### src/sv/ptg_pkg.sv
// Package for the polyphonic tone generator.
// Holds codes, prescaler tables and the controller/datapath command types.
// No dependencies.
`default_nettype none
package ptg_pkg;

  localparam int SLOT_W = 3;
  localparam int LVL_W = 5;
  localparam int PIN_W = 8;
  localparam int FREQ_W = 16;
  localparam int DUR_W = 32;
  localparam int CMP_W = 16;
  localparam int PRE_W = 3;
  localparam int POLY_W = 3;
  localparam int DIVN_W = 48;
  localparam int DIVD_W = 17;

  localparam logic [PIN_W-1:0] FREE_PIN = 8'd255;
  localparam logic [SLOT_W-1:0] EIGHT_BIT_SLOT = 3'd3;
  localparam logic [DUR_W-1:0] INFINITE_TOGGLES = 32'hFFFF_FFFF;
  localparam logic [DUR_W-1:0] TOGGLE_MAX = 32'h7FFF_FFFF;
  localparam logic [CMP_W-1:0] CMP_MAX = 16'hFFFF;
  localparam logic [DIVD_W-1:0] MS_PER_S = 17'd1000;

  localparam logic [1:0] ACT_START = 2'd0;
  localparam logic [1:0] ACT_STOP = 2'd1;
  localparam logic [1:0] ACT_TICK = 2'd2;

  localparam logic [PRE_W-1:0] PRE_DIV1 = 3'd0;
  localparam logic [PRE_W-1:0] PRE_DIV64 = 3'd3;
  localparam logic [PRE_W-1:0] PRE_DIV1024 = 3'd6;

  typedef struct packed {
    logic take_simple;
    logic latch;
    logic div_start;
    logic div_sel;
    logic save_q0;
    logic save_tc;
    logic commit;
  } ptg_cmd_t;

  typedef struct packed {
    logic long_start;
    logic div_done;
  } ptg_status_t;

  function automatic logic [3:0] prescale_shift(input logic [PRE_W-1:0] code);
    logic [3:0] sh;
    unique case (code)
      3'd0: sh = 4'd0;
      3'd1: sh = 4'd3;
      3'd2: sh = 4'd5;
      3'd3: sh = 4'd6;
      3'd4: sh = 4'd7;
      3'd5: sh = 4'd8;
      default: sh = 4'd10;
    endcase
    return sh;
  endfunction

  function automatic logic [10:0] prescale_div(input logic [PRE_W-1:0] code);
    return 11'd1 << prescale_shift(code);
  endfunction

  function automatic logic [31:0] fit_value(input logic [31:0] q);
    return (q == 32'd0) ? 32'd0 : q - 32'd1;
  endfunction

endpackage
`default_nettype wire

### src/sv/polyphonic_tone_generator.sv
// Top level of the polyphonic tone generator.
// Depends on ptg_pkg, ptg_ctrl and ptg_datapath.
//
//   channel | handshake              | payload
//   in      | in_valid_i / in_stall_o | action_i pin_i frequency_i duration_ms_i
//   out     | out_valid_o/out_stall_i | slot_o slot_valid_o compare_out_o
//           |                         | prescale_code_o levels_o running_mask_o
//   cfg     | cfg_we_i                | cfg_data_i
//
// Ticks, stops and starts that find no slot are taken directly in the idle state, without the divider.
// A start that obtains a slot passes once through the 48-bit serial divider
// for the half period and then through a two-step reciprocal multiplication
// for the duration scaling.
// Reset leaves every slot free and quiet; no clearing pass is needed.
// A held result blocks new requests until it is taken.
`default_nettype none
module polyphonic_tone_generator
  import ptg_pkg::*;
#(
  parameter int NUM_CHANNELS = 5,
  parameter int CLOCK_HZ = 16000000
) (
  input  wire logic              clk_i,
  input  wire logic              rst_ni,
  input  wire logic              cfg_we_i,
  input  wire logic [POLY_W-1:0] cfg_data_i,
  input  wire logic              in_valid_i,
  output logic                   in_stall_o,
  input  wire logic [1:0]        action_i,
  input  wire logic [PIN_W-1:0]  pin_i,
  input  wire logic [FREQ_W-1:0] frequency_i,
  input  wire logic [DUR_W-1:0]  duration_ms_i,
  output logic                   out_valid_o,
  input  wire logic              out_stall_i,
  output logic [SLOT_W-1:0]      slot_o,
  output logic                   slot_valid_o,
  output logic [CMP_W-1:0]       compare_out_o,
  output logic [PRE_W-1:0]       prescale_code_o,
  output logic [LVL_W-1:0]       levels_o,
  output logic [LVL_W-1:0]       running_mask_o
);

  ptg_cmd_t    cmd;
  ptg_status_t status;

  ptg_ctrl u_ctrl (
    .clk_i       (clk_i),
    .rst_ni      (rst_ni),
    .in_valid_i  (in_valid_i),
    .in_stall_o  (in_stall_o),
    .out_valid_o (out_valid_o),
    .out_stall_i (out_stall_i),
    .status_i    (status),
    .cmd_o       (cmd)
  );

  ptg_datapath #(
    .NUM_CHANNELS (NUM_CHANNELS),
    .CLOCK_HZ     (CLOCK_HZ)
  ) u_dp (
    .clk_i           (clk_i),
    .rst_ni          (rst_ni),
    .cmd_i           (cmd),
    .status_o        (status),
    .cfg_we_i        (cfg_we_i),
    .cfg_data_i      (cfg_data_i),
    .action_i        (action_i),
    .pin_i           (pin_i),
    .frequency_i     (frequency_i),
    .duration_ms_i   (duration_ms_i),
    .slot_o          (slot_o),
    .slot_valid_o    (slot_valid_o),
    .compare_out_o   (compare_out_o),
    .prescale_code_o (prescale_code_o),
    .levels_o        (levels_o),
    .running_mask_o  (running_mask_o)
  );

endmodule
`default_nettype wire

### src/sv/ptg_divider.sv
// Restoring serial divider, one quotient bit per cycle.
// Depends on ptg_pkg for the operand widths.
`default_nettype none
module ptg_divider
  import ptg_pkg::*;
(
  input  wire logic              clk_i,
  input  wire logic              rst_ni,
  input  wire logic              start_i,
  input  wire logic [DIVN_W-1:0] dividend_i,
  input  wire logic [DIVD_W-1:0] divisor_i,
  output logic                   done_o,
  output logic [DIVN_W-1:0]      quotient_o
);

  localparam int CNT_W = $clog2(DIVN_W);
  localparam logic [CNT_W-1:0] LAST = CNT_W'(DIVN_W - 1);

  logic [DIVN_W-1:0] acc_q;
  logic [DIVD_W-1:0] rem_q, dsr_q;
  logic [CNT_W-1:0]  cnt_q;
  logic              busy_q, done_q;
  logic [DIVD_W:0]   trial;
  logic              fits;

  assign trial = {rem_q, acc_q[DIVN_W-1]};
  assign fits = trial >= {1'b0, dsr_q};

  always_ff @(posedge clk_i or negedge rst_ni) begin
    if (!rst_ni) begin
      busy_q <= 1'b0;
      done_q <= 1'b0;
      cnt_q <= '0;
    end else begin
      done_q <= 1'b0;
      if (start_i) begin
        busy_q <= 1'b1;
        cnt_q <= '0;
      end else if (busy_q) begin
        cnt_q <= cnt_q + CNT_W'(1);
        if (cnt_q == LAST) begin
          busy_q <= 1'b0;
          done_q <= 1'b1;
        end
      end
    end
  end

  always_ff @(posedge clk_i) begin
    if (start_i) begin
      acc_q <= dividend_i;
      rem_q <= '0;
      dsr_q <= divisor_i;
    end else if (busy_q) begin
      acc_q <= {acc_q[DIVN_W-2:0], fits};
      rem_q <= fits ? DIVD_W'(trial - {1'b0, dsr_q}) : trial[DIVD_W-1:0];
    end
  end

  assign done_o = done_q;
  assign quotient_o = acc_q;

endmodule
`default_nettype wire

### src/sv/ptg_datapath.sv
// Channel state, slot search, tick and stop logic, start arithmetic and result register.
// Depends on ptg_pkg and ptg_divider.
`default_nettype none
module ptg_datapath
  import ptg_pkg::*;
#(
  parameter int NUM_CHANNELS = 5,
  parameter int CLOCK_HZ = 16000000
) (
  input  wire logic              clk_i,
  input  wire logic              rst_ni,
  input  wire ptg_cmd_t          cmd_i,
  output ptg_status_t            status_o,
  input  wire logic              cfg_we_i,
  input  wire logic [POLY_W-1:0] cfg_data_i,
  input  wire logic [1:0]        action_i,
  input  wire logic [PIN_W-1:0]  pin_i,
  input  wire logic [FREQ_W-1:0] frequency_i,
  input  wire logic [DUR_W-1:0]  duration_ms_i,
  output logic [SLOT_W-1:0]      slot_o,
  output logic                   slot_valid_o,
  output logic [CMP_W-1:0]       compare_out_o,
  output logic [PRE_W-1:0]       prescale_code_o,
  output logic [LVL_W-1:0]       levels_o,
  output logic [LVL_W-1:0]       running_mask_o
);

  localparam int Q_W = $clog2(CLOCK_HZ + 1);
  localparam logic [POLY_W-1:0] NCH = POLY_W'(NUM_CHANNELS);
  localparam logic [38:0] RECIP_125 = 39'd281474976711;
  localparam int RECIP_SH = 45;
  localparam logic [DIVN_W-1:0] PROD_CLAMP = DIVN_W'(MS_PER_S) << 31;

  logic [POLY_W-1:0] poly_q;
  logic [PIN_W-1:0]  pin_q [NUM_CHANNELS];
  logic [DUR_W-1:0]  tog_q [NUM_CHANNELS];
  logic [CMP_W-1:0]  cmp_q [NUM_CHANNELS];
  logic [PRE_W-1:0]  psel_q [NUM_CHANNELS];
  logic [9:0]        pcnt_q [NUM_CHANNELS];
  logic [CMP_W-1:0]  tcnt_q [NUM_CHANNELS];
  logic [NUM_CHANNELS-1:0] lvl_q, run_q;

  logic [PIN_W-1:0]  pin_d [NUM_CHANNELS];
  logic [DUR_W-1:0]  tog_d [NUM_CHANNELS];
  logic [9:0]        pcnt_d [NUM_CHANNELS];
  logic [CMP_W-1:0]  tcnt_d [NUM_CHANNELS];
  logic [NUM_CHANNELS-1:0] lvl_d, run_d;

  logic [PIN_W-1:0]  spin_q;
  logic [FREQ_W-1:0] sfreq_q;
  logic [DUR_W-1:0]  sdur_q;
  logic [SLOT_W-1:0] sslot_q;
  logic [DIVN_W-1:0] prod_q;
  logic [Q_W-1:0]    q0_q;
  logic [CMP_W-1:0]  ocr_q;
  logic [PRE_W-1:0]  code_q;
  logic [DUR_W-1:0]  tc_q;

  logic              found;
  logic [SLOT_W-1:0] found_idx;
  logic              is_stop, is_tick;

  logic              div_go;
  logic              div_done;
  logic [DIVN_W-1:0] div_q;
  logic [DIVN_W-1:0] div_n;
  logic [DIVD_W-1:0] div_d;

  logic              rec_start;
  logic [37:0]       rec_y;
  logic [18:0]       rec_chunk;
  logic [57:0]       rec_part;
  logic [76:0]       rec_acc_q;
  logic [1:0]        rec_step_q;
  logic              rec_done_q;

  logic [31:0]       q0_ext, fit, fit64;
  logic [PRE_W-1:0]  code_c;
  logic [CMP_W-1:0]  ocr_c;

  always_comb begin
    found = 1'b0;
    found_idx = '0;
    if (pin_i != FREE_PIN) begin
      for (int i = 0; i < NUM_CHANNELS; i++) begin
        if (!found && POLY_W'(i) < poly_q && pin_q[i] == pin_i) begin
          found = 1'b1;
          found_idx = SLOT_W'(i);
        end
      end
      for (int i = 0; i < NUM_CHANNELS; i++) begin
        if (!found && POLY_W'(i) < poly_q && pin_q[i] == FREE_PIN) begin
          found = 1'b1;
          found_idx = SLOT_W'(i);
        end
      end
    end
  end

  assign is_stop = (action_i == ACT_STOP) ||
                   (action_i == ACT_START && frequency_i == '0);
  assign is_tick = action_i == ACT_TICK;
  assign status_o.long_start = action_i == ACT_START && frequency_i != '0 && found;
  assign status_o.div_done = div_done || rec_done_q;

  always_comb begin
    logic [PRE_W-1:0] sel;
    logic [10:0] dv;
    for (int i = 0; i < NUM_CHANNELS; i++) begin
      pin_d[i] = pin_q[i];
      tog_d[i] = tog_q[i];
      pcnt_d[i] = pcnt_q[i];
      tcnt_d[i] = tcnt_q[i];
      lvl_d[i] = lvl_q[i];
      run_d[i] = run_q[i];
      sel = (psel_q[i] > PRE_DIV1024) ? PRE_DIV1024 : psel_q[i];
      dv = prescale_div(sel);
      if (is_stop) begin
        if (pin_i != FREE_PIN && pin_q[i] == pin_i) begin
          pin_d[i] = FREE_PIN;
          run_d[i] = 1'b0;
          lvl_d[i] = 1'b0;
        end
      end else if (is_tick && run_q[i]) begin
        if ({1'b0, pcnt_q[i]} + 11'd1 < dv) begin
          pcnt_d[i] = pcnt_q[i] + 10'd1;
        end else begin
          pcnt_d[i] = '0;
          if (tcnt_q[i] != cmp_q[i]) begin
            tcnt_d[i] = tcnt_q[i] + CMP_W'(1);
          end else begin
            tcnt_d[i] = '0;
            if (tog_q[i] != '0) begin
              lvl_d[i] = ~lvl_q[i];
              if (tog_q[i] != INFINITE_TOGGLES) tog_d[i] = tog_q[i] - DUR_W'(1);
            end else begin
              run_d[i] = 1'b0;
              lvl_d[i] = 1'b0;
            end
          end
        end
      end
    end
  end

  assign div_go = cmd_i.div_start && !cmd_i.div_sel;
  assign div_n = DIVN_W'(CLOCK_HZ);
  assign div_d = {sfreq_q, 1'b0};

  ptg_divider u_div (
    .clk_i      (clk_i),
    .rst_ni     (rst_ni),
    .start_i    (div_go),
    .dividend_i (div_n),
    .divisor_i  (div_d),
    .done_o     (div_done),
    .quotient_o (div_q)
  );

  // The duration scaling divides by 1000 as a shift by 3 and a reciprocal
  // multiplication for 125, done in two partial products.
  assign rec_start = cmd_i.div_start && cmd_i.div_sel;
  assign rec_y = prod_q[40:3];
  assign rec_chunk = (rec_step_q == 2'd2) ? rec_y[37:19] : rec_y[18:0];
  assign rec_part = 58'(rec_chunk) * 58'(RECIP_125);

  always_ff @(posedge clk_i or negedge rst_ni) begin
    if (!rst_ni) begin
      rec_step_q <= '0;
      rec_done_q <= 1'b0;
    end else begin
      rec_done_q <= 1'b0;
      if (rec_start) begin
        rec_step_q <= 2'd1;
      end else if (rec_step_q == 2'd1) begin
        rec_step_q <= 2'd2;
      end else if (rec_step_q == 2'd2) begin
        rec_step_q <= '0;
        rec_done_q <= 1'b1;
      end
    end
  end

  always_ff @(posedge clk_i) begin
    if (rec_step_q == 2'd1) rec_acc_q <= 77'(rec_part);
    else if (rec_step_q == 2'd2) rec_acc_q <= rec_acc_q + (77'(rec_part) << 19);
  end

  assign q0_ext = 32'(q0_q);
  assign fit = fit_value(q0_ext);
  assign fit64 = fit_value(q0_ext >> 6);

  always_comb begin
    logic [31:0] f;
    code_c = PRE_DIV1024;
    if (sslot_q == EIGHT_BIT_SLOT) begin
      for (int k = 6; k >= 0; k--) begin
        if ((q0_ext >> prescale_shift(PRE_W'(k))) <= 32'd256) code_c = PRE_W'(k);
      end
      f = fit_value(q0_ext >> prescale_shift(code_c));
    end else if (fit > 32'(CMP_MAX)) begin
      code_c = PRE_DIV64;
      f = fit64;
    end else begin
      code_c = PRE_DIV1;
      f = fit;
    end
    ocr_c = (f > 32'(CMP_MAX)) ? CMP_MAX : f[CMP_W-1:0];
  end

  always_ff @(posedge clk_i) begin
    if (cmd_i.latch) begin
      spin_q <= pin_i;
      sfreq_q <= frequency_i;
      sdur_q <= duration_ms_i;
      sslot_q <= found_idx;
    end
    if (div_go) begin
      prod_q <= DIVN_W'({sfreq_q, 1'b0}) * DIVN_W'(sdur_q[DUR_W-2:0]);
    end
    if (cmd_i.save_q0) q0_q <= div_q[Q_W-1:0];
    if (cmd_i.save_tc) begin
      ocr_q <= ocr_c;
      code_q <= code_c;
      if (sdur_q[DUR_W-1] || sdur_q == '0) tc_q <= INFINITE_TOGGLES;
      else if (prod_q >= PROD_CLAMP) tc_q <= TOGGLE_MAX;
      else tc_q <= rec_acc_q[RECIP_SH +: DUR_W];
    end
  end

  always_ff @(posedge clk_i or negedge rst_ni) begin
    if (!rst_ni) begin
      poly_q <= POLY_W'(1);
      lvl_q <= '0;
      run_q <= '0;
      for (int i = 0; i < NUM_CHANNELS; i++) begin
        pin_q[i] <= FREE_PIN;
        tog_q[i] <= '0;
        cmp_q[i] <= '0;
        psel_q[i] <= '0;
        pcnt_q[i] <= '0;
        tcnt_q[i] <= '0;
      end
    end else begin
      if (cfg_we_i && cfg_data_i != '0) begin
        poly_q <= (cfg_data_i > NCH) ? NCH : cfg_data_i;
      end
      if (cmd_i.take_simple) begin
        lvl_q <= lvl_d;
        run_q <= run_d;
        for (int i = 0; i < NUM_CHANNELS; i++) begin
          pin_q[i] <= pin_d[i];
          tog_q[i] <= tog_d[i];
          pcnt_q[i] <= pcnt_d[i];
          tcnt_q[i] <= tcnt_d[i];
        end
      end else if (cmd_i.commit) begin
        for (int i = 0; i < NUM_CHANNELS; i++) begin
          if (sslot_q == SLOT_W'(i)) begin
            pin_q[i] <= spin_q;
            tog_q[i] <= tc_q;
            cmp_q[i] <= ocr_q;
            psel_q[i] <= code_q;
            pcnt_q[i] <= '0;
            tcnt_q[i] <= '0;
            run_q[i] <= 1'b1;
          end
        end
      end
    end
  end

  always_ff @(posedge clk_i) begin
    if (cmd_i.take_simple) begin
      slot_o <= '0;
      slot_valid_o <= 1'b0;
      compare_out_o <= '0;
      prescale_code_o <= '0;
      levels_o <= LVL_W'(lvl_d);
      running_mask_o <= LVL_W'(run_d);
    end else if (cmd_i.commit) begin
      slot_o <= sslot_q;
      slot_valid_o <= 1'b1;
      compare_out_o <= ocr_q;
      prescale_code_o <= code_q;
      levels_o <= LVL_W'(lvl_q);
      running_mask_o <= LVL_W'(run_q) | (LVL_W'(1) << sslot_q);
    end
  end

endmodule
`default_nettype wire

### src/sv/ptg_ctrl.sv
// Controller state machine: request acceptance, divider sequencing, result valid.
// Depends on ptg_pkg.
`default_nettype none
module ptg_ctrl
  import ptg_pkg::*;
(
  input  wire logic        clk_i,
  input  wire logic        rst_ni,
  input  wire logic        in_valid_i,
  output logic             in_stall_o,
  output logic             out_valid_o,
  input  wire logic        out_stall_i,
  input  wire ptg_status_t status_i,
  output ptg_cmd_t         cmd_o
);

  typedef enum logic [2:0] {
    S_IDLE, S_D1_GO, S_D1_WAIT, S_D2_GO, S_D2_WAIT, S_FINISH
  } state_e;

  state_e state_q;
  logic   out_valid_q;
  logic   out_free, accept;

  assign out_free = !out_valid_q || !out_stall_i;
  assign in_stall_o = !(state_q == S_IDLE && out_free);
  assign accept = in_valid_i && !in_stall_o;
  assign out_valid_o = out_valid_q;

  always_comb begin
    cmd_o = '0;
    unique case (state_q)
      S_IDLE: begin
        cmd_o.latch = accept && status_i.long_start;
        cmd_o.take_simple = accept && !status_i.long_start;
      end
      S_D1_GO: cmd_o.div_start = 1'b1;
      S_D1_WAIT: cmd_o.save_q0 = status_i.div_done;
      S_D2_GO: begin
        cmd_o.div_start = 1'b1;
        cmd_o.div_sel = 1'b1;
      end
      S_D2_WAIT: cmd_o.save_tc = status_i.div_done;
      S_FINISH: cmd_o.commit = out_free;
      default: cmd_o = '0;
    endcase
  end

  always_ff @(posedge clk_i or negedge rst_ni) begin
    if (!rst_ni) begin
      state_q <= S_IDLE;
      out_valid_q <= 1'b0;
    end else begin
      if (cmd_o.take_simple || cmd_o.commit) out_valid_q <= 1'b1;
      else if (!out_stall_i) out_valid_q <= 1'b0;
      unique case (state_q)
        S_IDLE: if (cmd_o.latch) state_q <= S_D1_GO;
        S_D1_GO: state_q <= S_D1_WAIT;
        S_D1_WAIT: if (status_i.div_done) state_q <= S_D2_GO;
        S_D2_GO: state_q <= S_D2_WAIT;
        S_D2_WAIT: if (status_i.div_done) state_q <= S_FINISH;
        S_FINISH: if (out_free) state_q <= S_IDLE;
        default: state_q <= S_IDLE;
      endcase
    end
  end

  a_commit_free: assert property (@(posedge clk_i) disable iff (!rst_ni)
    cmd_o.commit |-> !(out_valid_q && out_stall_i))
    else $error("result written while the previous one is still held");
  a_done_in_wait: assert property (@(posedge clk_i) disable iff (!rst_ni)
    status_i.div_done |-> (state_q == S_D1_WAIT || state_q == S_D2_WAIT))
    else $error("divider finished outside a wait state");
  a_d1_to_d2: assert property (@(posedge clk_i) disable iff (!rst_ni)
    (state_q == S_D1_WAIT && status_i.div_done) |=> state_q == S_D2_GO)
    else $error("second division not started after the first");
  a_busy_stalls: assert property (@(posedge clk_i) disable iff (!rst_ni)
    cmd_o.latch |=> in_stall_o)
    else $error("request accepted during a start computation");

endmodule
`default_nettype wire
### config.mk
export PLATFORM = sky130hd
export DESIGN_NAME = polyphonic_tone_generator
export DESIGN_NICKNAME = d
export VERILOG_FILES = /design/src/sv/ptg_pkg.sv /design/src/sv/polyphonic_tone_generator.sv /design/src/sv/ptg_divider.sv /design/src/sv/ptg_datapath.sv /design/src/sv/ptg_ctrl.sv
export SDC_FILE = /design/constraint.sdc
export NUM_CORES = 2
export LEC_CHECK = 0
export CORE_ASPECT_RATIO = 1.5
export CORE_MARGIN = 5
export CORE_UTILIZATION = 46
export DETAILED_ROUTE_END_ITERATION = 16
export DONT_BUFFER_PORTS = 1
export GPL_TIMING_DRIVEN = 0
export SYNTH_ARGS = -nofsm -noshare
export SYNTH_HDL_FRONTEND = slang
export SYNTH_HIERARCHICAL = 1
export SYNTH_SLANG_ARGS = --single-unit
### constraint.sdc
create_clock -name clk_i -period 12.05 [get_ports clk_i]
set_clock_uncertainty 0.05 [all_clocks]
set_input_delay 1.205 -clock clk_i [delete_from_list [all_inputs] [get_ports clk_i]]
set_output_delay 1.205 -clock clk_i [all_outputs]
set_load 0.01 [all_outputs]
=== Word level (Yosys, flattened, before mapping) ===
Index checks and enable logic that the tools add are counted.

* Input port bits: 66
* Bits in writable memories: 0
* Register bits: 825
* Output and inout bits: 35
* Memories kept: 0
* ROM bits: 0
* Bits in latches: 0

* Equality and inequality tests: 102
* Multipliers: 2
* Reduce and logical (&&, ||, !) cells: 122
* Multiplexer cells: 268
* Shift operators: 13
* Add/sub/neg operators: 26
* Div/mod/pow operators: 0
* Magnitude comparators: 26
* Bitwise operators: 8

{| class="wikitable"
|+ Operators with widths
! operator !! count
|-
| $mux W32 || 41
|-
| $mux W16 || 25
|-
| $mux W160 || 2
|-
| $shr A24 B4 Y32 || 7
|-
| $mux W10 || 20
|-
| $le A32 B9 Y1 const B || 6
|-
| $sub A32 B1 Y32 const B || 6
|-
| $mux W80 || 2
|-
| $ne A32 B32 Y1 const B || 5
|-
| $reduce_bool A32 Y1 || 5
|-
| $pmux W4 S6 || 6
|-
| $logic_not A32 Y1 || 4
|-
| $mux W8 || 15
|-
| $mux W58 || 2
|-
| $mux W1 || 102
|-
| $mux W50 || 2
|-
| $add A16 B1 Y16 const B || 5
|-
| $mux W40 || 2
|-
| $ne A16 B16 Y1 || 5
|-
| $add A77 B77 Y77 || 1
|-
| $mux W3 || 22
|-
| $gt A32 B16 Y1 const B || 2
|-
| $mul A19 B39 Y58 const B || 1
|-
| $add A10 B1 Y11 const B || 5
|-
| other kinds (50) || 274
|}

=== Depth between registers and ports, before layout ===
* Depth in word-level cells: 55
* Gate-level depth with buffers: 43
* Depth with buffers taken out: 40

=== Modules after synthesis ===
The synthesis kept the hierarchy.

{| class="wikitable"
|+ Modules (own cells, without submodules)
! module !! area an instance (µm²) !! times used !! cells an instance
|-
| ptg_datapath || 66242.3 || 1 || 7185
|-
| ptg_divider || 4595.7 || 1 || 369
|-
| ptg_ctrl || 259.0 || 1 || 26
|}

=== Worst setup path before layout ===
No wires, ideal clock.

* Kind: reg-to-reg
* Start: reg u_dp.rec_step_q[0]
* End: reg u_dp.rec_acc_q[76]
* Arrival time: 9.904 ns
* Buffers on the path: 2
* Period minus slack after synthesis: 10.075 ns
* Data required time: 11.879 ns
* Stages on the path, launching flop included: 39
* Path slack: 1.975 ns
* Setup time: 0.121 ns
* Cell sequence: dfrtp_1 inv_1 ha_1 clkbuf_1 clkbuf_1 mux2i_1 inv_1 ha_1 fa_1 inv_1 fa_1 inv_1 fa_1 fa_1 inv_1 fa_1 inv_1 ha_1 [... 3 more ...] o311a_1 o41ai_1 o31ai_1 nor4_1 nor3_1 xor2_1 ha_1 and2_1 a22o_1 nand4bb_1 a21oi_1 o21ai_0 nand2_1 o21ai_0 a31oi_1 o31ai_1 mux2i_1 mux2_2

* Word-level cells in the longest chain between the ends: 4
* Elaborated cells between the ends (all ways): 5
* Classes of those cells: add/sub: 1; mul: 1; eq/ne: 2; mux: 1

{| class="wikitable"
|+ Ends and longest elaborated chain
! item !! line !! text
|-
| start, declared || ptg_datapath.sv:74 || <nowiki>logic [1:0] rec_step_q;</nowiki>
|-
| start signal, assigned || ptg_datapath.sv:169 || <nowiki>rec_step_q <= '0;</nowiki>
|-
| start signal, assigned || ptg_datapath.sv:174 || <nowiki>rec_step_q <= 2'd1;</nowiki>
|-
| start signal, assigned || ptg_datapath.sv:176 || <nowiki>rec_step_q <= 2'd2;</nowiki>
|-
| $eq A2 B2 Y1 || ptg_datapath.sv:164, ptg_datapath.sv:186 ||
|-
| $mux W19 || ptg_datapath.sv:164 || <nowiki>assign rec_chunk = (rec_step_q == 2'd2) ? rec_y[37:19] : rec_y[18:0];</nowiki>
|-
| $mul A19 B39 Y58 || ptg_datapath.sv:165 || <nowiki>assign rec_part = 58'(rec_chunk) * 58'(RECIP_125);</nowiki>
|-
| $add A77 B77 Y77 || ptg_datapath.sv:186 || <nowiki>else if (rec_step_q == 2'd2) rec_acc_q <= rec_acc_q + (77'(rec_part) << 19);</nowiki>
|-
| end signal, assigned || ptg_datapath.sv:185 || <nowiki>if (rec_step_q == 2'd1) rec_acc_q <= 77'(rec_part);</nowiki>
|-
| end signal, assigned || ptg_datapath.sv:186 ||
|-
| end, declared || ptg_datapath.sv:73 || <nowiki>logic [76:0] rec_acc_q;</nowiki>
|}

Parallel ways exist; a longest one is shown, timed or not.
A chain may end at the register's enable or synchronous reset.

=== Final worst setup path ===
Ends and elaborated chain as after synthesis.

==> impl_metrics.csv <==
group,metric,value,unit
critical_path,cp_slowest_stage_delay,0.57,ns
timing,finalHoldViolCount,0,
timing,whs,0.170,ns
drt,wl,226000,um
critical_path,reg2reg_slack,0.54,ns
yosys,ys_warn_count,6,
yosys,avgSynthCellArea,9.38,um2
drt,drt_iter0_drc,4238,
grt,grt_max_degree,454,
floorplanning,die_x,331,um
yosys,async_reset_ff_frac,0.563,
yosys,yosysSeqAreaShare,0.301,
timing,setup_violations,0,
yosys,synthSimpleGateAreaFrac,0.166,
drt,firstDrtPassIters,9,
placed_design,place_ws,-0.885,ns
floorplanning,dieArea,0.163,mm2
clock_network,clk_latency,0.71,ns
yosys,synthXorXnorAreaFrac,0.0450,
placed_design,place_inst,9686,
pwr,p_per_area,95.4,mW/mm2
finish,nets,8934,
yosys,synth_edf_count,293,
grt,grt_pass1_wl,347000,um
finish,fin_area,0.0773,mm2
drt,drc_errors,0,
grt,overflow,0,
clock_network,cts_num_sinks,805,
critical_path,required,12.59,ns
critical_path,worstSetupPathType,"reg2reg",
floorplanning,die_h,491,um
clock_network,cts_tree,"yes",
min_path,hold_path_class,"in2async",
timing,tightest_slew,1.97,ns
critical_path,cp_max_fo,10,
critical_path,critPathArrivalTime,12.05,ns
yosys,synth-compound-area-share,0.125,
yosys,synth_top_family_by_area,"adder cells",
critical_path,path_common_cell,"fa_1",
grt,grt_pass1_vias,59200,
timing,maxSlewViolCount,242,
clock_network,postCtsHoldBufs,0,
pwr,power,7.37,mW
floorplanning,core-area,0.153,mm2
grt,grt_usage,0.277,
finish,drive_gt1_frac,0.0553,
placed_design,place_hpwl,179000,um
critical_path,start_kind,"flip-flop",
yosys,syn_inst,7580,
critical_path,critPathSlowestCell,"fa_1",
finish,syn_to_final_growth,8.72,%
clock_network,h-tree-depth,3,
timing,worst_slack,0.542,ns
yosys,ys_ff_latch,805,
drt,viasPerCell,5.76,
critical_path,r2r_cells,35,
job,cap_violations,0,
floorplanning,rows,176,
yosys,ys.flop_type,"dfrtp_1",
yosys,synthMuxAreaShare,0.0294,
pwr,max-vdd-ir-drop,113,uV
timing,max_freq,86.9,MHz
placed_design,gp_congestion,0.958,
grt,antenna_found_initial,9,
clock_network,numCtsBuffers,86,
finish,utilization,0.504,
floorplanning,ios,101,
timing,period_minus_slack,11.51,ns
yosys,ys_types,109,
yosys,mappedNetlistArea,0.0711,mm2
drt,wire_per_inst,22.9,um
timing,fin_crit_sh,0.955,
placed_design,io_buffers,0,
clock_network,cts-root-buf,"clkbuf_16",
timing,finalSetupTns,0,ns
drt,ant_nets,0,
floorplanning,initial_utilization,0.463,
critical_path,critical_path.endpoint_type,"flip-flop",
clock_network,clk_pin_slew,0.06,ns
finish,final_cells,9863,
placed_design,dpl_cell_area,0.0740,mm2
status,status,"complete, but fails checks",
clock_network,max-clock-path-buffers,3,
pwr,p_leak,34.4,nW
drt,via_count,56800,
timing,slew_headroom,-0.311,
status,violations,"max-slew violations",
yosys,synthAdderAreaFrac,0.267,
timing,rsz0062_at_grt,"false",
==> cells by family after synthesis <==
logic type	Yosys count
multiplexers	193
adder cells (fa/ha/maj)	1135
buffers and inverters	1256
AO/OA/AOI/OAI	1408
AND/OR/NAND/NOR	2416
XOR/XNOR	365
flip-flops	805
other	2
==> worst paths after layout <==
| path | startpoint | endpoint |
|---|---|---|
| setup / recovery | u_dp/rec_step_q[0]$_DFFE_PN0P_ | u_dp/rec_acc_q[76]$_SDFFE_PP0P_ |
| hold / removal | rst_ni | u_dp/tcnt_q[26]$_DFFE_PN0P_ |
| setup reg to reg | u_dp/rec_step_q[0]$_DFFE_PN0P_ | u_dp/rec_acc_q[76]$_SDFFE_PP0P_ |
| hold reg to reg | u_dp/u_div/quotient_o[21]$_DFFE_PP_ | u_dp/q0_q[21]$_DFFE_PP_ |
| max in group asynchronous | rst_ni | u_dp/tog_q[152]$_DFFE_PN0P_ |
| min in group clk_i | u_dp/u_div/quotient_o[21]$_DFFE_PP_ | u_dp/q0_q[21]$_DFFE_PP_ |
==> power breakdown <==
group,switching (mW),leakage [nW],internal [mW]
logic,0.730,23.8,0.513
registers,0.169,9.04,3.01
clock network,1.24,1.53,1.72
==> per-layer routing <==
metal / GRT usage / wire, um / vias up
met4: 0.199 / 20300 / 6
met2: 0.486 / 112000 / 1847
met3: 0.0372 / 12000 / 774
met1: 0.306 / 80800 / 28100
met5: 0 / 40 / -
li1: - / - / 26100
==> cells in the mapped netlist, drive strengths merged (14+ instances only) <==
master	count	area, um2
xor2	174	1520
and3	82	513
nor3	164	821
nor2b	37	231
edfxtp	293	8800
nand3	153	778
o31ai	78	591
nor3b	14	110
nand4	116	732
dfstp	41	1080
nand3b	23	173
or3	60	375
mux2i	77	771
a22oi	99	743
clkbuf	294	1100
ha	498	6230
dfrtp	412	10300
o41ai	15	146
nor4	85	544
o21bai	19	143
or4	33	255
fa	637	12800
buf	38	200
o211ai	24	180
and4	17	149
mux2	116	1320
a222oi	27	270
o22ai	25	163
o21ai	486	2440
a21oi	285	1440
nand2	967	3630
a211oi	24	185
o21a	58	443
and2	157	982
nor2	333	1260
or2	41	256
a31oi	35	219
a21o	111	833
nand2b	97	607
dfxtp	59	1180
inv	922	3460
xnor2	191	1670
==> state kept, by name, summed over array words and instances, names as in the netlist, 6 cells and up <==
signal	count
u_dp/prod_q	45
u_dp/psel_q	15
u_dp/ocr_q	16
u_dp/pin_q	40
u_dp/u_div/dsr_q	17
u_dp/spin_q	8
u_dp/compare_out_o	16
u_dp/rec_acc_q	58
u_dp/cmp_q	80
u_dp/u_div/cnt_q	6
u_dp/sdur_q	32
u_dp/u_div/rem_q	17
u_dp/u_div/quotient_o	48
u_dp/q0_q	24
u_dp/tcnt_q	80
u_dp/tog_q	160
u_dp/pcnt_q	50
u_dp/sfreq_q	16
u_dp/tc_q	32
==> worst max-delay path: cells and delay by family (launching register included) <==
| family | cells | cell delay [ns] |
|---|---|---|
| mux | 3 | 1.08 |
| flops | 1 | 0.40 |
| xor+xnor | 1 | 0.22 |
| buf+inv | 4 | 1.05 |
| fa+ha+maj | 9 | 4.24 |
| simple gates | 6 | 1.36 |
| compound gates | 12 | 2.97 |
==> final cells by class <==
type / count / area, um2
fillers: 14500 / 76200
multi-input cells: 5571 / 45200
flip-flops and latches: 805 / 21400
inverters: 924 / 3480
well taps: 2047 / 2560
clock buffers: 116 / 2500
plain buffers: 331 / 1310
clock inverters: 46 / 653
repair buffers: 14 / 171
diodes: 9 / 22.5
==> cells in the final DEF, fill, tap and decap left out, types with 41 or more instances in the layout <==
| cell type | n |
|---|---|
| nand2b_1 | 97 |
| nor2_1 | 329 |
| and2_1 | 157 |
| dfxtp_1 | 59 |
| nand2_1 | 966 |
| inv_1 | 917 |
| a21o_1 | 111 |
| clkbuf_16 | 93 |
| o21a_1 | 57 |
| nand4_1 | 115 |
| a21oi_1 | 284 |
| dfrtp_1 | 412 |
| conb_1 | 54 |
| xor2_1 | 174 |
| dfstp_2 | 41 |
| ha_1 | 496 |
| nand3_1 | 152 |
| mux2_2 | 112 |
| edfxtp_1 | 293 |
| or3_1 | 60 |
| nor3_1 | 164 |
| xnor2_1 | 191 |
| mux2i_1 | 70 |
| and3_1 | 82 |
| a22oi_1 | 99 |
| fa_1 | 637 |
| o21ai_0 | 473 |
| clkbuf_1 | 305 |
| nor4_1 | 81 |
| o31ai_1 | 77 |
==> what timing repair did <==
item / in CTS / in global routing
resized for setup: 9 / 9
buffers inserted: 0 / 7
endpoints found under the setup margin: 12 / 1
hold endpoints to repair: 0 / 0
No activity file was read; power rests on OpenSTA's default activity.
